File: src/hw/rtl/u16u8_pkg.sv
// Shared types, constants and UTF-8 byte helpers for the UTF-16LE to UTF-8 transcoder.
package u16u8_pkg;

  localparam int unsigned QUEUE_DEPTH = 4;

  localparam logic [15:0] REPL_CHAR    = 16'hFFFD;
  localparam logic [20:0] SUPP_BASE    = 21'h010000;
  localparam logic [5:0]  HIGH_SURR_HI = 6'b110110;
  localparam logic [5:0]  LOW_SURR_HI  = 6'b110111;

  localparam logic [1:0] LEN_1 = 2'd0;
  localparam logic [1:0] LEN_2 = 2'd1;
  localparam logic [1:0] LEN_3 = 2'd2;
  localparam logic [1:0] LEN_4 = 2'd3;

  // One decoded request for the byte emitter: an optional U+FFFD ahead of
  // an optional code point.
  typedef struct packed {
    logic        pre_repl;
    logic        cp_valid;
    logic [20:0] cp;
  } u16u8_cmd_t;

  // Sequence length minus one.
  function automatic logic [1:0] utf8_len_m1(input logic [20:0] cp);
    logic [1:0] len;
    if (cp <= 21'h00007F) begin
      len = LEN_1;
    end else if (cp <= 21'h0007FF) begin
      len = LEN_2;
    end else if (cp <= 21'h00FFFF) begin
      len = LEN_3;
    end else begin
      len = LEN_4;
    end
    return len;
  endfunction

  function automatic logic [7:0] utf8_byte(input logic [20:0] cp, input logic [1:0] len_m1,
                                           input logic [1:0] idx);
    logic [7:0] b;
    logic [1:0] grp;
    grp = len_m1 - idx;
    if (idx == 2'd0) begin
      case (len_m1)
        LEN_1:   b = {1'b0, cp[6:0]};
        LEN_2:   b = {3'b110, cp[10:6]};
        LEN_3:   b = {4'b1110, cp[15:12]};
        LEN_4:   b = {5'b11110, cp[20:18]};
        default: b = 8'h00;
      endcase
    end else begin
      case (grp)
        2'd0:    b = {2'b10, cp[5:0]};
        2'd1:    b = {2'b10, cp[11:6]};
        2'd2:    b = {2'b10, cp[17:12]};
        default: b = 8'h00;
      endcase
    end
    return b;
  endfunction

endpackage

File: src/hw/rtl/u16u8_if.sv
// Valid/ready channel interfaces for code units in and UTF-8 bytes out.
interface u16u8_unit_if;
  logic        valid;
  logic        ready;
  logic [15:0] code_unit;
  logic        last_unit;

  modport source (output valid, output code_unit, output last_unit, input ready);
  modport sink   (input valid, input code_unit, input last_unit, output ready);
endinterface

interface u16u8_byte_if;
  logic       valid;
  logic       ready;
  logic [7:0] out_byte;
  logic       run_last;

  modport source (output valid, output out_byte, output run_last, input ready);
  modport sink   (input valid, input out_byte, input run_last, output ready);
endinterface

File: src/hw/rtl/u16u8_front.sv
// Front end: accepts code units, tracks surrogate and end-of-string state, builds requests.
module u16u8_front (
  input  logic                 clk,
  input  logic                 rst,
  u16u8_unit_if.sink           unit_ch,
  output logic                 cmd_valid,
  input  logic                 cmd_ready,
  output u16u8_pkg::u16u8_cmd_t cmd
);
  import u16u8_pkg::*;

  logic       high_pending, high_pending_next;
  logic [9:0] high_bits, high_bits_next;
  logic       string_ended, string_ended_next;
  logic       accept;
  logic       is_high, is_low;
  logic [15:0] w;

  assign w       = unit_ch.code_unit;
  assign is_high = (w[15:10] == HIGH_SURR_HI);
  assign is_low  = (w[15:10] == LOW_SURR_HI);

  assign unit_ch.ready = cmd_ready;
  assign accept        = unit_ch.valid && unit_ch.ready;

  always_comb begin
    logic consumed;
    consumed          = 1'b0;
    cmd               = '0;
    high_pending_next = high_pending;
    high_bits_next    = high_bits;
    string_ended_next = string_ended;
    if (!string_ended) begin
      if (high_pending) begin
        high_pending_next = 1'b0;
        high_bits_next    = '0;
        if (is_low) begin
          cmd.cp_valid = 1'b1;
          cmd.cp       = SUPP_BASE + {1'b0, high_bits, w[9:0]};
          consumed     = 1'b1;
        end else begin
          cmd.pre_repl = 1'b1;
        end
      end
      if (!consumed) begin
        if (w == 16'h0000) begin
          string_ended_next = 1'b1;
        end else if (is_high) begin
          if (unit_ch.last_unit) begin
            cmd.cp_valid = 1'b1;
            cmd.cp       = {5'd0, REPL_CHAR};
          end else begin
            high_pending_next = 1'b1;
            high_bits_next    = w[9:0];
          end
        end else if (is_low) begin
          cmd.cp_valid = 1'b1;
          cmd.cp       = {5'd0, REPL_CHAR};
        end else begin
          cmd.cp_valid = 1'b1;
          cmd.cp       = {5'd0, w};
        end
      end
    end
    if (unit_ch.last_unit) begin
      high_pending_next = 1'b0;
      high_bits_next    = '0;
      string_ended_next = 1'b0;
    end
  end

  // Units that produce no bytes are absorbed without a queue entry.
  assign cmd_valid = accept && (cmd.pre_repl || cmd.cp_valid);

  always_ff @(posedge clk) begin
    if (rst) begin
      high_pending <= 1'b0;
      high_bits    <= '0;
      string_ended <= 1'b0;
    end else if (accept) begin
      high_pending <= high_pending_next;
      high_bits    <= high_bits_next;
      string_ended <= string_ended_next;
    end
  end

endmodule

File: src/hw/rtl/u16u8_queue.sv
// Small request queue decoupling the front end from the byte emitter.
module u16u8_queue #(
  parameter int unsigned DEPTH = u16u8_pkg::QUEUE_DEPTH
) (
  input  logic                  clk,
  input  logic                  rst,
  input  logic                  wr_valid,
  output logic                  wr_ready,
  input  u16u8_pkg::u16u8_cmd_t wr_data,
  output logic                  rd_valid,
  input  logic                  rd_ready,
  output u16u8_pkg::u16u8_cmd_t rd_data
);
  import u16u8_pkg::*;

  localparam int unsigned AW = (DEPTH > 1) ? $clog2(DEPTH) : 1;
  localparam int unsigned CW = $clog2(DEPTH + 1);
  localparam logic [AW-1:0] LAST_PTR = AW'(DEPTH - 1);
  localparam logic [CW-1:0] FULL_CNT = CW'(DEPTH);

  u16u8_cmd_t    mem [DEPTH];
  logic [AW-1:0] wr_ptr, rd_ptr;
  logic [CW-1:0] count;
  logic          push, pop;

  assign wr_ready = (count != FULL_CNT);
  assign rd_valid = (count != '0);
  assign rd_data  = mem[rd_ptr];
  assign push     = wr_valid && wr_ready;
  assign pop      = rd_valid && rd_ready;

  always_ff @(posedge clk) begin
    if (push) begin
      mem[wr_ptr] <= wr_data;
    end
  end

  always_ff @(posedge clk) begin
    if (rst) begin
      wr_ptr <= '0;
      rd_ptr <= '0;
      count  <= '0;
    end else begin
      if (push) begin
        wr_ptr <= (wr_ptr == LAST_PTR) ? '0 : wr_ptr + AW'(1);
      end
      if (pop) begin
        rd_ptr <= (rd_ptr == LAST_PTR) ? '0 : rd_ptr + AW'(1);
      end
      if (push && !pop) begin
        count <= count + CW'(1);
      end else if (pop && !push) begin
        count <= count - CW'(1);
      end
    end
  end

endmodule

File: src/hw/rtl/u16u8_back.sv
// Byte emitter: each request goes out as UTF-8 bytes, registered, one per cycle unless stalled.
module u16u8_back (
  input  logic                  clk,
  input  logic                  rst,
  input  logic                  cmd_valid,
  output logic                  cmd_ready,
  input  u16u8_pkg::u16u8_cmd_t cmd,
  u16u8_byte_if.source          byte_ch
);
  import u16u8_pkg::*;

  logic        busy;
  logic        repl_pend;
  logic        cp_valid;
  logic [20:0] cp;
  logic [1:0]  idx;
  logic        out_valid;
  logic [7:0]  out_byte;
  logic        run_last;

  logic [20:0] cur_cp;
  logic [1:0]  len_m1;
  logic        cp_done, req_done, advance, load;

  assign cur_cp   = repl_pend ? {5'd0, REPL_CHAR} : cp;
  assign len_m1   = utf8_len_m1(cur_cp);
  assign cp_done  = (idx == len_m1);
  // Last byte of the request: the replacement byte run is last only if nothing follows it.
  assign req_done = cp_done && !(repl_pend && cp_valid);
  assign advance  = busy && (!out_valid || byte_ch.ready);
  assign load     = cmd_valid && (!busy || (advance && req_done));
  assign cmd_ready = !busy || (advance && req_done);

  always_ff @(posedge clk) begin
    if (rst) begin
      busy      <= 1'b0;
      repl_pend <= 1'b0;
      cp_valid  <= 1'b0;
      idx       <= '0;
      out_valid <= 1'b0;
    end else begin
      if (advance) begin
        out_valid <= 1'b1;
      end else if (byte_ch.ready) begin
        out_valid <= 1'b0;
      end
      // A new request only loads once the current one has emitted its last byte.
      if (load) begin
        busy      <= 1'b1;
        repl_pend <= cmd.pre_repl;
        cp_valid  <= cmd.cp_valid;
        idx       <= '0;
      end else if (advance) begin
        if (cp_done) begin
          idx <= '0;
          if (repl_pend && cp_valid) begin
            repl_pend <= 1'b0;
          end else begin
            busy <= 1'b0;
          end
        end else begin
          idx <= idx + 2'd1;
        end
      end
    end
  end

  always_ff @(posedge clk) begin
    if (load) begin
      cp <= cmd.cp;
    end
    if (advance) begin
      out_byte <= utf8_byte(cur_cp, len_m1, idx);
      run_last <= req_done;
    end
  end

  assign byte_ch.valid    = out_valid;
  assign byte_ch.out_byte = out_byte;
  assign byte_ch.run_last = run_last;

endmodule

File: src/hw/rtl/utf16le_to_utf8_transcoder.sv
// Top level of the UTF-16LE to UTF-8 transcoder: front end, request queue, byte emitter.
// A unit's request passes the queue and the emitter registers, then the output register.
// Throughput: one output byte per cycle from the emitter while the output is not stalled;
//   a unit yields 1 to 6 bytes (3 for common BMP text) or none.
// The front end accepts a unit every cycle while the request queue has room.
// Reset (rst, synchronous, active high) clears surrogate and end-of-string state,
//   empties the queue and drops any byte waiting at the output.
module utf16le_to_utf8_transcoder #(
  parameter int unsigned QUEUE_DEPTH = u16u8_pkg::QUEUE_DEPTH
) (
  input  logic         clk,
  input  logic         rst,
  u16u8_unit_if.sink   unit_ch,
  u16u8_byte_if.source byte_ch
);
  import u16u8_pkg::*;

  // Request from the front end into the queue.
  u16u8_cmd_t fe_cmd;
  logic       fe_valid;
  logic       fe_ready;

  // Request from the queue into the emitter.
  u16u8_cmd_t be_cmd;
  logic       be_valid;
  logic       be_ready;

  // Classifies each unit, pairs surrogates and tracks the string end.
  u16u8_front u_front (
    .clk       (clk),
    .rst       (rst),
    .unit_ch   (unit_ch),
    .cmd_valid (fe_valid),
    .cmd_ready (fe_ready),
    .cmd       (fe_cmd)
  );

  // Lets the front end keep taking units while a multi-byte sequence drains.
  u16u8_queue #(
    .DEPTH (QUEUE_DEPTH)
  ) u_queue (
    .clk      (clk),
    .rst      (rst),
    .wr_valid (fe_valid),
    .wr_ready (fe_ready),
    .wr_data  (fe_cmd),
    .rd_valid (be_valid),
    .rd_ready (be_ready),
    .rd_data  (be_cmd)
  );

  // Walks each request byte by byte into the registered output.
  u16u8_back u_back (
    .clk       (clk),
    .rst       (rst),
    .cmd_valid (be_valid),
    .cmd_ready (be_ready),
    .cmd       (be_cmd),
    .byte_ch   (byte_ch)
  );

endmodule

File: src/flat_wrapper.sv
// flat-port wrapper written by rule: the top's interface ports become plain ports
module utf16le_to_utf8_transcoder_flat import u16u8_pkg::*;
#(
  parameter int unsigned QUEUE_DEPTH = u16u8_pkg::QUEUE_DEPTH
)
  (clk, rst, unit_ch_valid, unit_ch_code_unit, unit_ch_last_unit, unit_ch_ready, byte_ch_valid, byte_ch_out_byte, byte_ch_run_last, byte_ch_ready);
  u16u8_unit_if unit_ch_i ();
  u16u8_byte_if byte_ch_i ();
  input  logic clk;
  input  logic rst;
  input wire logic [$bits(unit_ch_i.valid)-1:0] unit_ch_valid;
  input wire logic [$bits(unit_ch_i.code_unit)-1:0] unit_ch_code_unit;
  input wire logic [$bits(unit_ch_i.last_unit)-1:0] unit_ch_last_unit;
  output wire logic [$bits(unit_ch_i.ready)-1:0] unit_ch_ready;
  output wire logic [$bits(byte_ch_i.valid)-1:0] byte_ch_valid;
  output wire logic [$bits(byte_ch_i.out_byte)-1:0] byte_ch_out_byte;
  output wire logic [$bits(byte_ch_i.run_last)-1:0] byte_ch_run_last;
  input wire logic [$bits(byte_ch_i.ready)-1:0] byte_ch_ready;
  assign unit_ch_i.valid = unit_ch_valid;
  assign unit_ch_i.code_unit = unit_ch_code_unit;
  assign unit_ch_i.last_unit = unit_ch_last_unit;
  assign unit_ch_ready = unit_ch_i.ready;
  assign byte_ch_valid = byte_ch_i.valid;
  assign byte_ch_out_byte = byte_ch_i.out_byte;
  assign byte_ch_run_last = byte_ch_i.run_last;
  assign byte_ch_i.ready = byte_ch_ready;
  utf16le_to_utf8_transcoder #(.QUEUE_DEPTH(QUEUE_DEPTH)) u_core (.clk(clk), .rst(rst), .unit_ch(unit_ch_i), .byte_ch(byte_ch_i));
endmodule
File: config.mk
export PLATFORM = sky130hd
export DESIGN_NAME = utf16le_to_utf8_transcoder_flat
export DESIGN_NICKNAME = d
export VERILOG_FILES = /design/src/hw/rtl/u16u8_pkg.sv /design/src/hw/rtl/u16u8_if.sv /design/src/hw/rtl/u16u8_front.sv /design/src/hw/rtl/u16u8_queue.sv /design/src/hw/rtl/u16u8_back.sv /design/src/hw/rtl/utf16le_to_utf8_transcoder.sv /design/src/flat_wrapper.sv
export SDC_FILE = /design/constraint.sdc
export NUM_CORES = 1
export LEC_CHECK = 0
export ABC_AREA = 0
export BUFFER_PORTS_ARGS = -buffer_cell sky130_fd_sc_hd__buf_2
export CAP_MARGIN = 20
export CORE_MARGIN = 10
export CORE_UTILIZATION = 42
export DETAILED_ROUTE_END_ITERATION = 10
export SYNTH_ARGS = -nofsm -noshare
export SYNTH_HDL_FRONTEND = slang
export SYNTH_HIERARCHICAL = 1
export SYNTH_SLANG_ARGS = --single-unit
File: constraint.sdc
create_clock -name clk -period 3.66 [get_ports clk]
set_input_delay 0.183 -clock clk [delete_from_list [all_inputs] [get_ports clk]]
set_output_delay 0.183 -clock clk [all_outputs]
set_load 0.03 [all_outputs]
==> impl_metrics.py <==
metrics = {
    "timing": {
        "slew_violations": 0,
        "max_freq_mhz": 288,
        "layout_min_cycle_time_ns": 3.48,
        "tightestPinTransition_ns": 0.837,
        "hold_slack_ns": 0.0270,
        "setup_tns_ns": 0,
        "finalCritPeriodShare": 0.950,
        "fin_ws_ns": 0.183,
        "rsz0062_at_grt": "false",
        "hold_viol": 0,
        "setup_viol": 0,
        "finClkSkew_ns": 0.0150,
        "slew_headroom": 0.437,
    },
    "clock_network": {
        "cts-root-buf": "clkbuf_16",
        "cts.clk_slew.worst_paths_ns": 0.06,
        "clk-insertion-delay-late_ns": 0.43,
        "clock_path_buffers": 2,
        "htreeDepth": 4,
        "cts_inserted_buffers": 17,
        "cts_tree": "built",
        "cts.sinks": 149,
    },
    "floorplan": {
        "die_h_um": 143,
        "rows": 45,
        "coreArea_um2": 15000,
        "num_io_pins": 32,
        "dieArea_um2": 20500,
        "die_x_um": 143,
        "start_util": 0.425,
    },
    "layout": {
        "fin_util": 0.493,
        "drive_gt1_frac": 0.270,
        "area_growth_syn_to_layout_pct": 16.0,
        "antenna_cells": 0,
        "fin_nets": 484,
    },
    "placed_design": {
        "place_ws_ns": 0.0524,
        "io_buffers": 31,
        "dpl.hpwl_um": 9030,
        "gp_congestion": 0.862,
    },
    "drt": {
        "vias": 3792,
        "antenna_left": 0,
        "first_pass_iters": 5,
        "drcViolationCount": 0,
        "wl_um": 13300,
        "vias_per_cell": 5.80,
        "routedWlPerCell_um": 20.4,
        "first_iter_violations": 330,
    },
    "setup_path": {
        "cp_data_required_time_ns": 4.02,
        "start_kind": "flop",
        "worstSetupStartpoint": "u_core/u_back/cp[19]",
        "arrival_ns": 3.84,
        "worstSetupEndpointType": "flop",
        "r2r-start": "u_core/u_back/cp[19]",
        "crit_path_max_fanout": 5,
        "path_class": "flop to flop",
    },
    "yosys": {
        "avgSynthCellArea_um2": 15.7,
        "synth_edf_count": 122,
        "syn_nets": 438,
        "synthCells": 407,
        "post_synth_num_cell_types": 73,
        "synth-main-ff-cell": "edfxtp_1",
        "ys_warn_count": 6,
        "synth_area_um2": 6380,
        "yosysSeqAreaShare": 0.658,
        "async_flop_share": 0,
        "ys_seq_elements": 149,
    },
    "global_route": {
        "grt_use_total": 0.137,
        "antenna_found_initial": 0,
        "grt_pass1_wl_um": 21200,
        "grt_pass1_vias": 3854,
        "grt_max_degree": 26,
        "overflow": 0,
    },
    "outcome": {
        "status": "complete, no violations",
    },
    "flow_run": {
        "drv_cap": 0,
    },
    "power": {
        "power_density_nw_per_um2": 793,
        "power_leakage_nw": 2.48,
        "ir_drop_v": 0.000345,
    },
    "worst_hold_path": {
        "hold_path.startpoint": "unit_ch_code_unit[1]",
        "hold_class": "primary input to flop",
    },
}
## cell usage after synthesis, drive strengths merged, types with 3 or more instances
library cell | n | share of area
edfxtp | 122 | 0.57
dfxtp | 27 | 0.085
mux4 | 23 | 0.081
nand2 | 16 | 0.0094
inv | 15 | 0.0088
nor2 | 13 | 0.0080
a21oi | 12 | 0.0094
nor3 | 12 | 0.011
o21a | 12 | 0.014
a22o | 10 | 0.014
buf | 10 | 0.012
ha | 9 | 0.018
mux2i | 9 | 0.014
o21ai | 9 | 0.0071
clkbuf | 7 | 0.0043
nand2b | 7 | 0.0069
nor4 | 7 | 0.0078
and3 | 6 | 0.0067
and2 | 5 | 0.0053
nand3 | 5 | 0.0039
or3 | 5 | 0.0055
a211oi | 4 | 0.0055
a221oi | 4 | 0.0055
nand4 | 4 | 0.0039
o211a | 4 | 0.0063
o211ai | 4 | 0.0047
a31oi | 3 | 0.0053
and4 | 3 | 0.0047
nor3b | 3 | 0.0035
o41ai | 3 | 0.0053
or4 | 3 | 0.0047
xor2 | 3 | 0.0041
## metrics by stage
step	cell area (µm²)	std cells	total power, mW
after floorplan	6400	407	3.67
after global placement	6770	620	4.15
after detailed placement	6770	620	4.16
after CTS	7400	654	5.91
after global routing	7410	654	6.17
final	7410	654	5.87
## flip-flops by register name (all words and copies together), names as in the netlist, named ones only
register                        flops
u_core/u_front/high_pending         1
u_core/u_back/cp_valid              1
u_core/u_back/byte_ch.out_byte      8
u_core/u_back/busy                  1
u_core/u_back/byte_ch.run_last      1
u_core/u_back/repl_pend             1
u_core/u_front/high_bits           10
u_core/u_queue/wr_ptr               2
u_core/u_back/byte_ch.valid         1
u_core/u_back/cp                   21
u_core/u_front/string_ended         1
u_core/u_queue/mem                 92
u_core/u_queue/rd_ptr               2
u_core/u_queue/count                3
u_core/u_back/idx                   2
## logic make-up after synthesis
group / after synthesis / synth area share
flip-flops: 149 / 0.658
adder cells (fa/ha/maj): 10 / 0.0208
AO/OA/AOI/OAI: 86 / 0.106
XOR/XNOR: 5 / 0.00686
multiplexers: 34 / 0.0994
AND/OR/NAND/NOR: 91 / 0.0837
buffers and inverters: 32 / 0.0253
## layout by cell type (no fill, tap or decap), drive strengths merged, types with 9 or more instances in the layout
| master | synthesis | final |
|---|---|---|
| nand2 | 16 | 16 |
| buf | 10 | 42 |
| edfxtp | 122 | 122 |
| mux2i | 9 | 9 |
| o21a | 12 | 12 |
| nor2 | 13 | 13 |
| a21oi | 12 | 12 |
| ha | 9 | 9 |
| inv | 15 | 21 |
| a22o | 10 | 10 |
| dfxtp | 27 | 27 |
| nor3 | 12 | 12 |
| o21ai | 9 | 9 |
| mux4 | 23 | 23 |
| clkbuf | 7 | 22 |
## what timing repair did
action / CTS / global route
buffers inserted: 0 / 0
hold buffers: 2 / 0
resized for setup: 0 / 5
hold endpoints to repair: 2 / 0
endpoints found under the setup margin: 0 / 1
## final timing paths
| check | cells after the start | to | slack, ns |
|---|---|---|---|
| max | 14 | u_core/u_queue/count[2] | 0.18 |
| min | 2 | u_core/u_front/high_bits[1] | 0.03 |
| max reg2reg | 14 | u_core/u_queue/count[2] | 0.18 |
| min reg2reg | 1 | u_core/u_front/high_bits[3] | 0.47 |
## layer usage
| layer | share of wire | vias up | global-route usage |
|---|---|---|---|
| met2 | 0.48 | 137 | 0.213 |
| li1 | - | 1738 | - |
| met1 | 0.45 | 1898 | 0.177 |
| met5 | 0 | - | 0 |
| met4 | 0.015 | 0 | 0.0505 |
| met3 | 0.059 | 19 | 0.0446 |
## worst max-delay path, cell delays in order (launching register included)
cell	delay, ns
edfxtp_1	0.41
or4_4	0.60
o21ai_1	0.18
o21ai_1	0.10
nand2b_1	0.10
ha_1	0.24
nand3_1	0.09
o21ai_1	0.13
o31ai_2	0.14
ha_2	0.28
inv_1	0.05
fa_1	0.38
xor2_1	0.16
or3_2	0.41
a21oi_1	0.15
## where the power goes
part	internal, mW	switching (mW)
Sequential	2.30	0.197
Combinational	0.679	0.947
Clock	1.05	0.695
Total	4.03	1.84
## cell type report
| class | count | area [µm²] |
|---|---|---|
| well taps | 188 | 235 |
| clock inverters | 10 | 108 |
| fillers | 1237 | 7630 |
| flip-flops and latches | 149 | 4200 |
| multi-input cells | 226 | 2050 |
| repair buffers | 44 | 258 |
| clock buffers | 22 | 497 |
| inverters | 15 | 56.3 |
No activity file was read; power rests on OpenSTA's default activity.
